<file path="src/design/stable_max_priority_queue_defines.svh">
// Assertion macros for the priority queue.
// Each use expands to one labelled concurrent assertion, or to nothing in synthesis.
`ifndef STABLE_MAX_PRIORITY_QUEUE_DEFINES_SVH
`define STABLE_MAX_PRIORITY_QUEUE_DEFINES_SVH
`ifndef SYNTHESIS
// overlapping implication
`define SMPQ_ASSERT_IMP(label, clk, rst, ante, cons) \
   label: assert property (@(posedge clk) disable iff (rst) (ante) |-> (cons)) \
      else $error("smpq: assertion failed");
// non-overlapping implication, consequent checked in the next cycle
`define SMPQ_ASSERT_NXT(label, clk, rst, ante, cons) \
   label: assert property (@(posedge clk) disable iff (rst) (ante) |=> (cons)) \
      else $error("smpq: assertion failed");
`else
`define SMPQ_ASSERT_IMP(label, clk, rst, ante, cons)
`define SMPQ_ASSERT_NXT(label, clk, rst, ante, cons)
`endif
`endif

</file>
<file path="src/design/smpq_pkg.sv">
`default_nettype none

package smpq_pkg;

   // queue geometry
   localparam int QUEUE_DEPTH   = 16;
   localparam int PRIORITY_BITS = 16;
   localparam int TAG_BITS      = 16;
   localparam int IDX_W         = $clog2(QUEUE_DEPTH);
   localparam int CNT_W         = $clog2(QUEUE_DEPTH + 1);
   localparam int ENTRY_W       = PRIORITY_BITS + TAG_BITS;

   // stream field widths
   localparam int FIELD_W     = 16;
   localparam int OCC_W       = 5;
   localparam int REQ_TDATA_W = 32;
   localparam int RSP_TDATA_W = 40;
   localparam int RSP_TUSER_W = 3;

   // request kinds
   localparam logic MODE_INSERT  = 1'b0;
   localparam logic MODE_CONSUME = 1'b1;

   typedef enum logic [1:0] {
      STATUS_OK    = 2'd0,
      STATUS_EMPTY = 2'd1,
      STATUS_FULL  = 2'd2
   } smpq_status_type;

   typedef enum logic [2:0] {
      ST_IDLE,
      ST_SCAN,
      ST_PLACE,
      ST_CONS,
      ST_RESP
   } smpq_state_type;

endpackage

`default_nettype wire

</file>
<file path="src/design/stable_max_priority_queue.sv">
`default_nettype none
`include "stable_max_priority_queue_defines.svh"
// Stable max-priority queue of request tags, up to QUEUE_DEPTH entries.
// req channel: tuser selects insert (0) or consume (1); tdata carries tag and priority.
// rsp channel: one transfer per request with status, the consumed entry and occupancy.
// Entries live in one synchronous RAM as a circular list sorted head-first, with
// equal priorities kept in arrival order.
// Consume: one read at the head pointer; the entry goes from the RAM read register
// into the result registers in ST_CONS, then to the output register from ST_RESP.
// Insert: walks back from the tail in ST_SCAN, one entry per cycle moved up by one
// slot, then writes the new entry in ST_PLACE; an insert into an empty queue goes
// straight to ST_PLACE. The single RAM read port paces the walk.
// Dropped inserts (full) and empty consumes go straight to ST_RESP.
// One request is in work at a time; req_tready is high only when the engine is idle,
// so the next request transfer comes at the earliest in the cycle after the result
// is loaded into the output register.
// The next request is taken while a result still waits in the output register.
// A stalled rsp side holds the result; a finished request then waits for the
// output register before the engine goes idle.
// Reset empties the queue at once (count and head pointer cleared, RAM untouched).
module stable_max_priority_queue
   import smpq_pkg::*;
(
   input  wire                     clock,
   input  wire                     reset,
   input  wire                     req_tvalid,
   output logic                    req_tready,
   input  wire                     req_tuser,   // [0] mode
   input  wire  [REQ_TDATA_W-1:0]  req_tdata,   // [15:0] request_tag, [31:16] priority_req
   output logic                    rsp_tvalid,
   input  wire                     rsp_tready,
   output logic [RSP_TUSER_W-1:0]  rsp_tuser,   // [1:0] status, [2] out_valid
   output logic [RSP_TDATA_W-1:0]  rsp_tdata    // [15:0] out_tag, [31:16] out_priority,
                                                // [36:32] occupancy, [39:37] zero
);

   smpq_state_type state_ff, state_in;

   logic [IDX_W-1:0]         head_ff, head_in;
   logic [CNT_W-1:0]         count_ff, count_in;
   logic [CNT_W-1:0]         vac_ff, vac_in;
   logic [PRIORITY_BITS-1:0] new_prio_ff, new_prio_in;
   logic [TAG_BITS-1:0]      new_tag_ff, new_tag_in;

   smpq_status_type          res_status_ff, res_status_in;
   logic                     res_valid_ff, res_valid_in;
   logic [TAG_BITS-1:0]      res_tag_ff, res_tag_in;
   logic [PRIORITY_BITS-1:0] res_prio_ff, res_prio_in;

   logic                     rsp_tvalid_ff, rsp_tvalid_in;
   smpq_status_type          rsp_status_ff, rsp_status_in;
   logic                     rsp_oval_ff, rsp_oval_in;
   logic [TAG_BITS-1:0]      rsp_tag_ff, rsp_tag_in;
   logic [PRIORITY_BITS-1:0] rsp_prio_ff, rsp_prio_in;
   logic [CNT_W-1:0]         rsp_occ_ff, rsp_occ_in;

   // RAM ports
   logic [ENTRY_W-1:0] slot_mem [QUEUE_DEPTH];
   logic [ENTRY_W-1:0] rd_data_ff;
   logic               rd_en, wr_en;
   logic [IDX_W-1:0]   rd_addr, wr_addr;
   logic [ENTRY_W-1:0] wr_data;

   logic                     req_fire;
   logic                     rsp_free;
   logic                     req_mode;
   logic [TAG_BITS-1:0]      req_tag;
   logic [PRIORITY_BITS-1:0] req_prio;
   logic [PRIORITY_BITS-1:0] rd_prio;
   logic [TAG_BITS-1:0]      rd_tag;
   logic                     scan_move;
   logic                     scan_last;
   logic                     is_full;
   logic                     is_empty;

   // list position to RAM address, wrapping round the circular buffer
   function automatic logic [IDX_W-1:0] slot_addr(input logic [IDX_W-1:0] base,
                                                  input logic [CNT_W-1:0] offs);
      logic [IDX_W:0] sum;
      sum = {1'b0, base} + (IDX_W+1)'(offs);
      if (sum >= (IDX_W+1)'(QUEUE_DEPTH)) begin
         sum = sum - (IDX_W+1)'(QUEUE_DEPTH);
      end
      return sum[IDX_W-1:0];
   endfunction

   assign req_tready = (state_ff == ST_IDLE);
   assign req_fire   = req_tvalid && req_tready;
   assign rsp_free   = !rsp_tvalid_ff || rsp_tready;
   assign req_mode   = req_tuser;
   assign req_tag    = TAG_BITS'(req_tdata[FIELD_W-1:0]);
   assign req_prio   = PRIORITY_BITS'(req_tdata[2*FIELD_W-1:FIELD_W]);
   assign rd_prio    = rd_data_ff[ENTRY_W-1 -: PRIORITY_BITS];
   assign rd_tag     = rd_data_ff[TAG_BITS-1:0];
   assign is_full    = (count_ff == CNT_W'(QUEUE_DEPTH));
   assign is_empty   = (count_ff == '0);
   // stored entry is lower: move it up one slot and keep walking
   assign scan_move  = (rd_prio < new_prio_ff);
   assign scan_last  = (vac_ff == CNT_W'(1));

   // next state
   always_comb begin
      state_in = state_ff;
      unique case (state_ff)
         ST_IDLE: begin
            if (req_fire) begin
               if (req_mode == MODE_INSERT) begin
                  if (is_full) begin
                     state_in = ST_RESP;
                  end else if (is_empty) begin
                     state_in = ST_PLACE;
                  end else begin
                     state_in = ST_SCAN;
                  end
               end else begin
                  state_in = is_empty ? ST_RESP : ST_CONS;
               end
            end
         end
         ST_SCAN: begin
            if (!scan_move || scan_last) begin
               state_in = ST_PLACE;
            end
         end
         ST_PLACE: state_in = ST_RESP;
         ST_CONS:  state_in = ST_RESP;
         ST_RESP: begin
            if (rsp_free) begin
               state_in = ST_IDLE;
            end
         end
         default: state_in = ST_IDLE;
      endcase
   end

   // datapath and RAM control
   always_comb begin
      rd_en         = 1'b0;
      rd_addr       = head_ff;
      wr_en         = 1'b0;
      wr_addr       = slot_addr(head_ff, vac_ff);
      wr_data       = {new_prio_ff, new_tag_ff};
      head_in       = head_ff;
      count_in      = count_ff;
      vac_in        = vac_ff;
      new_prio_in   = new_prio_ff;
      new_tag_in    = new_tag_ff;
      res_status_in = res_status_ff;
      res_valid_in  = res_valid_ff;
      res_tag_in    = res_tag_ff;
      res_prio_in   = res_prio_ff;
      rsp_tvalid_in = rsp_tvalid_ff && !rsp_tready;
      rsp_status_in = rsp_status_ff;
      rsp_oval_in   = rsp_oval_ff;
      rsp_tag_in    = rsp_tag_ff;
      rsp_prio_in   = rsp_prio_ff;
      rsp_occ_in    = rsp_occ_ff;

      unique case (state_ff)
         ST_IDLE: begin
            if (req_fire) begin
               new_tag_in    = req_tag;
               new_prio_in   = req_prio;
               res_status_in = STATUS_OK;
               res_valid_in  = 1'b0;
               res_tag_in    = '0;
               res_prio_in   = '0;
               if (req_mode == MODE_INSERT) begin
                  if (is_full) begin
                     res_status_in = STATUS_FULL;
                  end else begin
                     // start the walk at the tail; empty list goes straight to the head
                     vac_in  = count_ff;
                     rd_en   = !is_empty;
                     rd_addr = slot_addr(head_ff, count_ff - CNT_W'(1));
                  end
               end else begin
                  if (is_empty) begin
                     res_status_in = STATUS_EMPTY;
                  end else begin
                     rd_en    = 1'b1;
                     rd_addr  = head_ff;
                     head_in  = slot_addr(head_ff, CNT_W'(1));
                     count_in = count_ff - CNT_W'(1);
                  end
               end
            end
         end
         ST_SCAN: begin
            if (scan_move) begin
               wr_en   = 1'b1;
               wr_data = rd_data_ff;
               vac_in  = vac_ff - CNT_W'(1);
               if (!scan_last) begin
                  rd_en   = 1'b1;
                  rd_addr = slot_addr(head_ff, vac_ff - CNT_W'(2));
               end
            end
         end
         ST_PLACE: begin
            wr_en    = 1'b1;
            count_in = count_ff + CNT_W'(1);
         end
         ST_CONS: begin
            res_valid_in = 1'b1;
            res_tag_in   = rd_tag;
            res_prio_in  = rd_prio;
         end
         ST_RESP: begin
            if (rsp_free) begin
               rsp_tvalid_in = 1'b1;
               rsp_status_in = res_status_ff;
               rsp_oval_in   = res_valid_ff;
               rsp_tag_in    = res_tag_ff;
               rsp_prio_in   = res_prio_ff;
               rsp_occ_in    = count_ff;
            end
         end
         default: begin
            rd_en = 1'b0;
         end
      endcase
   end

   // control registers
   always_ff @(posedge clock) begin
      if (reset) begin
         state_ff      <= ST_IDLE;
         head_ff       <= '0;
         count_ff      <= '0;
         rsp_tvalid_ff <= 1'b0;
      end else begin
         state_ff      <= state_in;
         head_ff       <= head_in;
         count_ff      <= count_in;
         rsp_tvalid_ff <= rsp_tvalid_in;
      end
   end

   // payload registers
   always_ff @(posedge clock) begin
      vac_ff        <= vac_in;
      new_prio_ff   <= new_prio_in;
      new_tag_ff    <= new_tag_in;
      res_status_ff <= res_status_in;
      res_valid_ff  <= res_valid_in;
      res_tag_ff    <= res_tag_in;
      res_prio_ff   <= res_prio_in;
      rsp_status_ff <= rsp_status_in;
      rsp_oval_ff   <= rsp_oval_in;
      rsp_tag_ff    <= rsp_tag_in;
      rsp_prio_ff   <= rsp_prio_in;
      rsp_occ_ff    <= rsp_occ_in;
   end

   // slot RAM, one write and one registered read per cycle
   always_ff @(posedge clock) begin
      if (wr_en) begin
         slot_mem[wr_addr] <= wr_data;
      end
      if (rd_en) begin
         rd_data_ff <= slot_mem[rd_addr];
      end
   end

   // output packing
   assign rsp_tvalid = rsp_tvalid_ff;
   assign rsp_tuser  = {rsp_oval_ff, rsp_status_ff};
   assign rsp_tdata  = {(RSP_TDATA_W - 2*FIELD_W - OCC_W)'(0),
                        OCC_W'(rsp_occ_ff),
                        FIELD_W'(rsp_prio_ff),
                        FIELD_W'(rsp_tag_ff)};

   // checks
   `SMPQ_ASSERT_IMP(a_count_bound, clock, reset, 1'b1, count_ff <= CNT_W'(QUEUE_DEPTH))
   `SMPQ_ASSERT_NXT(a_accept_busy, clock, reset, req_fire, state_ff != ST_IDLE)
   `SMPQ_ASSERT_IMP(a_scan_vacancy, clock, reset, state_ff == ST_SCAN, vac_ff != '0)
   `SMPQ_ASSERT_IMP(a_port_apart, clock, reset, wr_en && rd_en, wr_addr != rd_addr)
   `SMPQ_ASSERT_NXT(a_place_grows, clock, reset, state_ff == ST_PLACE,
                    count_ff == $past(count_ff) + CNT_W'(1))

endmodule

`default_nettype wire

</file>
<file path="config.mk">
export PLATFORM = sky130hd
export DESIGN_NAME = stable_max_priority_queue
export DESIGN_NICKNAME = d
export VERILOG_FILES = /design/src/design/smpq_pkg.sv /design/src/design/stable_max_priority_queue.sv
export VERILOG_INCLUDE_DIRS = /design/src /design/src/design
export SDC_FILE = /design/constraint.sdc
export NUM_CORES = 1
export LEC_CHECK = 0
export ABC_CLOCK_PERIOD_IN_PS = 8000
export BUFFER_PORTS_ARGS = -buffer_cell sky130_fd_sc_hd__buf_4
export CAP_MARGIN = 10
export CORE_ASPECT_RATIO = 1.5
export CORE_MARGIN = 2
export CORE_UTILIZATION = 45
export CTS_BUF_LIST = sky130_fd_sc_hd__clkbuf_4
export DETAILED_ROUTE_END_ITERATION = 12
export SKIP_LAST_GASP = 1
export SLEW_MARGIN = 0
export SYNTH_ARGS = -nofsm -noshare
export SYNTH_HDL_FRONTEND = slang
export SYNTH_SLANG_ARGS = --single-unit
</file>
<file path="constraint.sdc">
create_clock -name clock -period 8 [get_ports clock]
set_input_delay 1.2 -clock clock [delete_from_list [all_inputs] [get_ports clock]]
set_output_delay 1.2 -clock clock [all_outputs]
set_load 0.02 [all_outputs]
</file>
======== After elaboration in Yosys (flattened, before gate mapping) ========
Memories as Yosys holds them, arrays and structs flattened. A register that Yosys moved wholly into a read port is not among the register bits.
Cells that the tools add are included.
word-level totals
  output and inout port bits .............. 45
  memories kept ........................... 1
  word-level logic and storage cells ...... 120
  bits of input ports ..................... 37
  bits in registers ....................... 125
  memory bits (writable) .................. 512
cells by class
  equality and inequality tests ........... 14
  reduce and logical (&&, ||, !) cells .... 21
  $lt $le $gt $ge ......................... 5
  bitwise gates (word level) .............. 1
  muxes and demuxes ....................... 50
  $add $sub $neg .......................... 12
memory list
  memory    depth  width  rd ports  clocked after Yosys merged registers in  wr ports  RTL line                         text
  slot_mem  16     32     1         1                                        1         stable_max_priority_queue.sv:58  logic [ENTRY_W-1:0] slot_mem [QUEUE_DEPTH];
operator list
  operator                                                            number
  32-bit two-way mux                                                  2
  16-bit one-hot mux with 2 select lines                              2
  4-bit two-way mux                                                   9
  5-bit two-way mux                                                   7
  5-bit greater-or-equal comparator, second input constant            4
  5-bit one-hot mux with 2 select lines                               2
  3-bit two-way mux                                                   6
  16-bit < comparator                                                 1
  16-bit two-way mux                                                  1
  4-bit by 1-bit subtractor with 4-bit output, second input constant  4
  4-bit by 5-bit adder with 5-bit output                              3
  1-bit two-way mux                                                   13
  2-bit inequality test, second input constant                        6
  3-bit one-hot mux with 4 select lines                               1
  5-bit by 1-bit subtractor with 5-bit output, second input constant  2
  4-bit one-hot mux with 2 select lines                               1
  4-bit AND reduction                                                 2
  3-bit by 2-bit == test with 1-bit output, second input constant     2
  2-bit two-way mux                                                   3
  1-bit one-hot mux with 2 select lines                               3
  2-bit AND reduction                                                 3
  2-bit nonzero test                                                  3
  4-bit by 1-bit adder with 5-bit output, second input constant       1
  5-bit by 1-bit adder with 5-bit output, second input constant       1
  15 further kinds                                                    21

======== Longest topological paths before layout ========
  depth in word-level cells ............... 8
  mapped depth ............................ 14
  mapped depth without buffers ............ 12

======== Worst setup path before layout ========
OpenSTA, ideal clock, no wires.
  path type ............................... input-to-reg
  from .................................... input req_tvalid
  to ...................................... register rd_data_ff[0] (read register of slot_mem), enable pin
  library setup time ...................... 0.392 ns
  path buffers ............................ 0
  required time ........................... 7.608 ns
  cell stages on the path ................. 3
  arrival ................................. 4.802 ns
  setup slack ............................. 2.806 ns
  cell sequence ........................... nand2b_1 > nor3_1 > a22o_1
between the ends
  longest elaborated chain between the ends .. 3
  elaborated cells on any way between the ends .. 5
  classes of those cells .................. 4 x mux; 1 x reduce/logical
RTL lines
  item                                   RTL line                          text
  start, declared                        stable_max_priority_queue.sv:26   input wire req_tvalid,
  1-bit logical AND                      stable_max_priority_queue.sv:88   assign req_fire = req_tvalid && req_tready;
  1-bit two-way mux                      stable_max_priority_queue.sv:161  if (req_fire) begin
  1-bit one-hot mux with 2 select lines  stable_max_priority_queue.sv:159  unique case (state_ff)
  net rd_en                              stable_max_priority_queue.sv:60   logic rd_en, wr_en;
  end, declared                          stable_max_priority_queue.sv:59   logic [ENTRY_W-1:0] rd_data_ff;
The timed path passes the listed nets, and every way through them passes these cells.
A chain may end at the register's enable or synchronous reset.

======== Worst setup path after layout ========
  from .................................... register rd_data_ff[18] (read register of slot_mem)
  to ...................................... register rd_data_ff[15] (read register of slot_mem), data pin
between the ends
  longest elaborated chain between the ends .. 3
  elaborated cells on any way between the ends .. 5
  classes of those cells .................. 1 x order compare; 4 x mux
RTL lines
  item                                                                                                   RTL line                          text
  16-bit < comparator *                                                                                  stable_max_priority_queue.sv:98   assign scan_move = (rd_prio < new_prio_ff);
  4-bit two-way mux / 1-bit two-way mux (equally long branches)                                          stable_max_priority_queue.sv:190  if (scan_move) begin
  4-bit one-hot mux with 2 select lines / 1-bit one-hot mux with 2 select lines (equally long branches)  stable_max_priority_queue.sv:159
Mark *: on every way between the ends. The rest lies on a longest branch, timed or not.

==> impl_metrics.tcl <==
set metrics [dict create \
    status "finished, final reports clean" \
    cts_buffers 156 \
    start_util 0.456 \
    syn_to_final_growth_pct 12.3 \
    gp_congestion 0.780 \
    path_class "reg2reg" \
    final_common_cell "edfxtp_1" \
    finalPower_mw 12.0 \
    fin_tns_setup_ps 0 \
    core_sq_um 59100 \
    cp_max_fo 85 \
    skew_ps 49.4 \
    drive_gt1_frac 0.251 \
    antenna_found_initial 2 \
    via_per_inst 5.72 \
    cp_slowest_cell "or3_4" \
    rr_endpoint "rd_data_ff[15]$_DFFE_PP_" \
    hpwl_um 31800 \
    die_h_um 304 \
    grt_pass1_wl_um 95900 \
    worstMarginPinSlew_ps 1060 \
    crit_chain "ha_1, a211oi_1, o21ai_0, a211oi_2, o211ai_2, nor4_2, or3_4, buf_4, a21oi_1, a221o_1, nand4_1" \
    critPathLaunchType "flop" \
    io_pins 82 \
    ys_ff_latch 669 \
    synth_ff_type "edfxtp_1" \
    wl_per_cell_um 24.3 \
    yosys_warnings 0 \
    ant_nets 0 \
    grt_start_max_net_pins 164 \
    async_flop_share 0 \
    cpPeakStageDelay_ps 880 \
    post-route-util 0.512 \
    final_cell_mix "656 x edfxtp_1, 225 x clkbuf_4, 109 x buf_4" \
    startpoint "rd_data_ff[18]$_DFFE_PP_" \
    crit_buf_inv 1 \
    rr_startpoint "rd_data_ff[18]$_DFFE_PP_" \
    p_per_area_nw_per_um2 396 \
    grt_overflow 0 \
    cp_data_arrival_time_ps 5510 \
    nFillCells 4891 \
    cp.required_ps 8710 \
    root_buffer "clkbuf_4" \
    drt-initial-drc-count 1342 \
    synth_edf_count 656 \
    ir_worst_vdd_mv 0.438 \
    cts_hold_buf 0 \
    clockBufferDepth 3 \
    syn_avg_cell_area_sq_um 16.5 \
    dr.pass1.iters 5 \
    timing.hold.ws_ps 413 \
    drv_slew 0 \
    cp_top_family "compound AO/OA/AOI/OAI gates" \
    track_usage 0.213 \
    rsz0062_at_grt "no" \
    dieArea_sq_um 61800 \
    max_cap_viol_count 0 \
    clk_pin_slew_ps 70 \
    cp.depth 11 \
    cp-end-kind "flop" \
    syn-instance-count 1632 \
    dp.cells 2415 \
    min_period_over_period 0.601 \
    synth_area_leaders "edfxtp_1 73%, mux2_2 4.0%, mux2i_1 2.5%" \
    cts_sinks 669 \
    synthDominantCellAreaShare 0.732 \
    drcViolationCount 0 \
    p_leak_nw 10.1 \
    rows 109 \
    period_needed_ps 4800 \
    min_path_type "reg2reg" \
    crit_end "rd_data_ff[15]$_DFFE_PP_" \
    clkLatencyLatePin_ps 900 \
    final_cells 2675 \
    grt_pass1_vias 15658 \
    syn_area_sq_um 26900 \
    vias 15314 \
    finalHoldViolations 0 \
    synth_cell_types 58 \
    timing.fmax_mhz 208 \
    reg2reg_slack_ps 3200 \
    fin_nets 1866 \
    routed_wl_um 64900 \
    report.final.setup_viol 0 \
    synth.largest_area_cell "edfxtp_1" \
    cts_resized 0 \
    cts_tree "yes" \
    htree_levels 4 \
    dieWidth_um 204 \
    slew-limit-headroom 0.292 \
    portBuffers 78 \
    yosysSeqAreaShare 0.741 \
    reg2reg_depth 11 \
    cts_setup_buffers 0 \
]
through the flow:
stage	setup slack, ps	instance area [sq um]
2_1_floorplan	2810	26900
3_3_place_gp	3270	28400
3_5_place_dp	3150	28400
4_1_cts	3070	30200
5_1_grt	2900	30200
6_report	3200	30200
metal layers:
layer  vias up  part of all wire  track usage
li1       6842                 -            -
met5         -                 0            0
met3       146             0.058       0.0372
met4         0             0.033       0.0996
met1      7824              0.41        0.268
met2       502              0.50        0.358
layout make-up:
type | count | area [sq um] | share of cell area
antenna | 1 | 2.50 | 0.0000827
inverter | 30 | 113 | 0.00372
sequential | 669 | 20000 | 0.660
multi-input combinational | 828 | 6490 | 0.215
tap | 777 | 972 | 0.0321
timing repair buffer | 111 | 858 | 0.0284
clock inverter | 34 | 160 | 0.00530
clock buffer | 225 | 1690 | 0.0559
worst register-to-register path: stages (launching register included):
cell,delay [ps]
edfxtp_1,410
ha_1,310
a211oi_1,200
o21ai_0,190
a211oi_2,700
o211ai_2,280
nor4_2,360
or3_4,880
buf_4,750
a21oi_1,110
a221o_1,350
nand4_1,90
sequential cells by signal, indices dropped and copies added, names as in the netlist, 16 cells and up:
signal	flops
res_tag_ff	16
rsp_tag_ff	16
new_prio_ff	16
rsp_prio_ff	16
slot_mem	512
rd_data_ff	32
res_prio_ff	16
new_tag_ff	16
logic make-up (layout without fill, tap and decap cells):
kind of cell             count (synthesis)  in the layout  synth area share
flip-flops                             669            669             0.741
AO/OA/AOI/OAI                          306            306            0.0880
AND/OR/NAND/NOR                        302            302            0.0583
multiplexers                           163            163            0.0651
buffers and inverters                  137            400            0.0242
adder cells (fa/ha/maj)                 33             33            0.0162
XOR/XNOR                                21             21           0.00683
other                                    1              4          0.000139
synth_stat cells, drive strengths merged (4+ instances only):
cell type  count
clkbuf        51
nand2         86
a21oi         81
a21o          66
o21ai          9
nor2          40
xor2           8
ha            30
and2          69
mux2i         67
buf           56
dfxtp         13
a211oi         4
nor3          10
nand3          6
xnor2         13
inv           29
nand2b         7
nand4         36
edfxtp       656
o221ai        65
a221o         64
mux2          96
and3          33
nor2b          4
how the worst min path moves through the flow:
stage | slack (ps) | endpoint | startpoint | cells past startpoint
CTS | 390 | new_tag_ff[2]$_DFFE_PP_ | req_tdata[2] | 1
detailed placement | 400 | rsp_tag_ff[1]$_DFFE_PP_ | res_tag_ff[1]$_SDFFCE_PN0P_ | 0
finish | 410 | rsp_tag_ff[10]$_DFFE_PP_ | res_tag_ff[10]$_SDFFCE_PN0P_ | 0
global placement | 400 | rsp_tag_ff[0]$_DFFE_PP_ | res_tag_ff[0]$_SDFFCE_PN0P_ | 0
global route | 420 | rsp_tag_ff[1]$_DFFE_PP_ | res_tag_ff[1]$_SDFFCE_PN0P_ | 0
floorplan | 400 | rsp_oval_ff$_DFFE_PP_ | res_valid_ff$_DFFE_PP_ | 0
power breakdown:
group / leakage, nW / switching (mW) / internal [mW]
clock: 1.12 / 1.26 / 1.31
combinational: 2.93 / 2.94 / 1.45
sequential: 6.08 / 0.222 / 4.80
total: 10.1 / 4.42 / 7.57
Note: power is estimated with default switching activity, not from simulation.
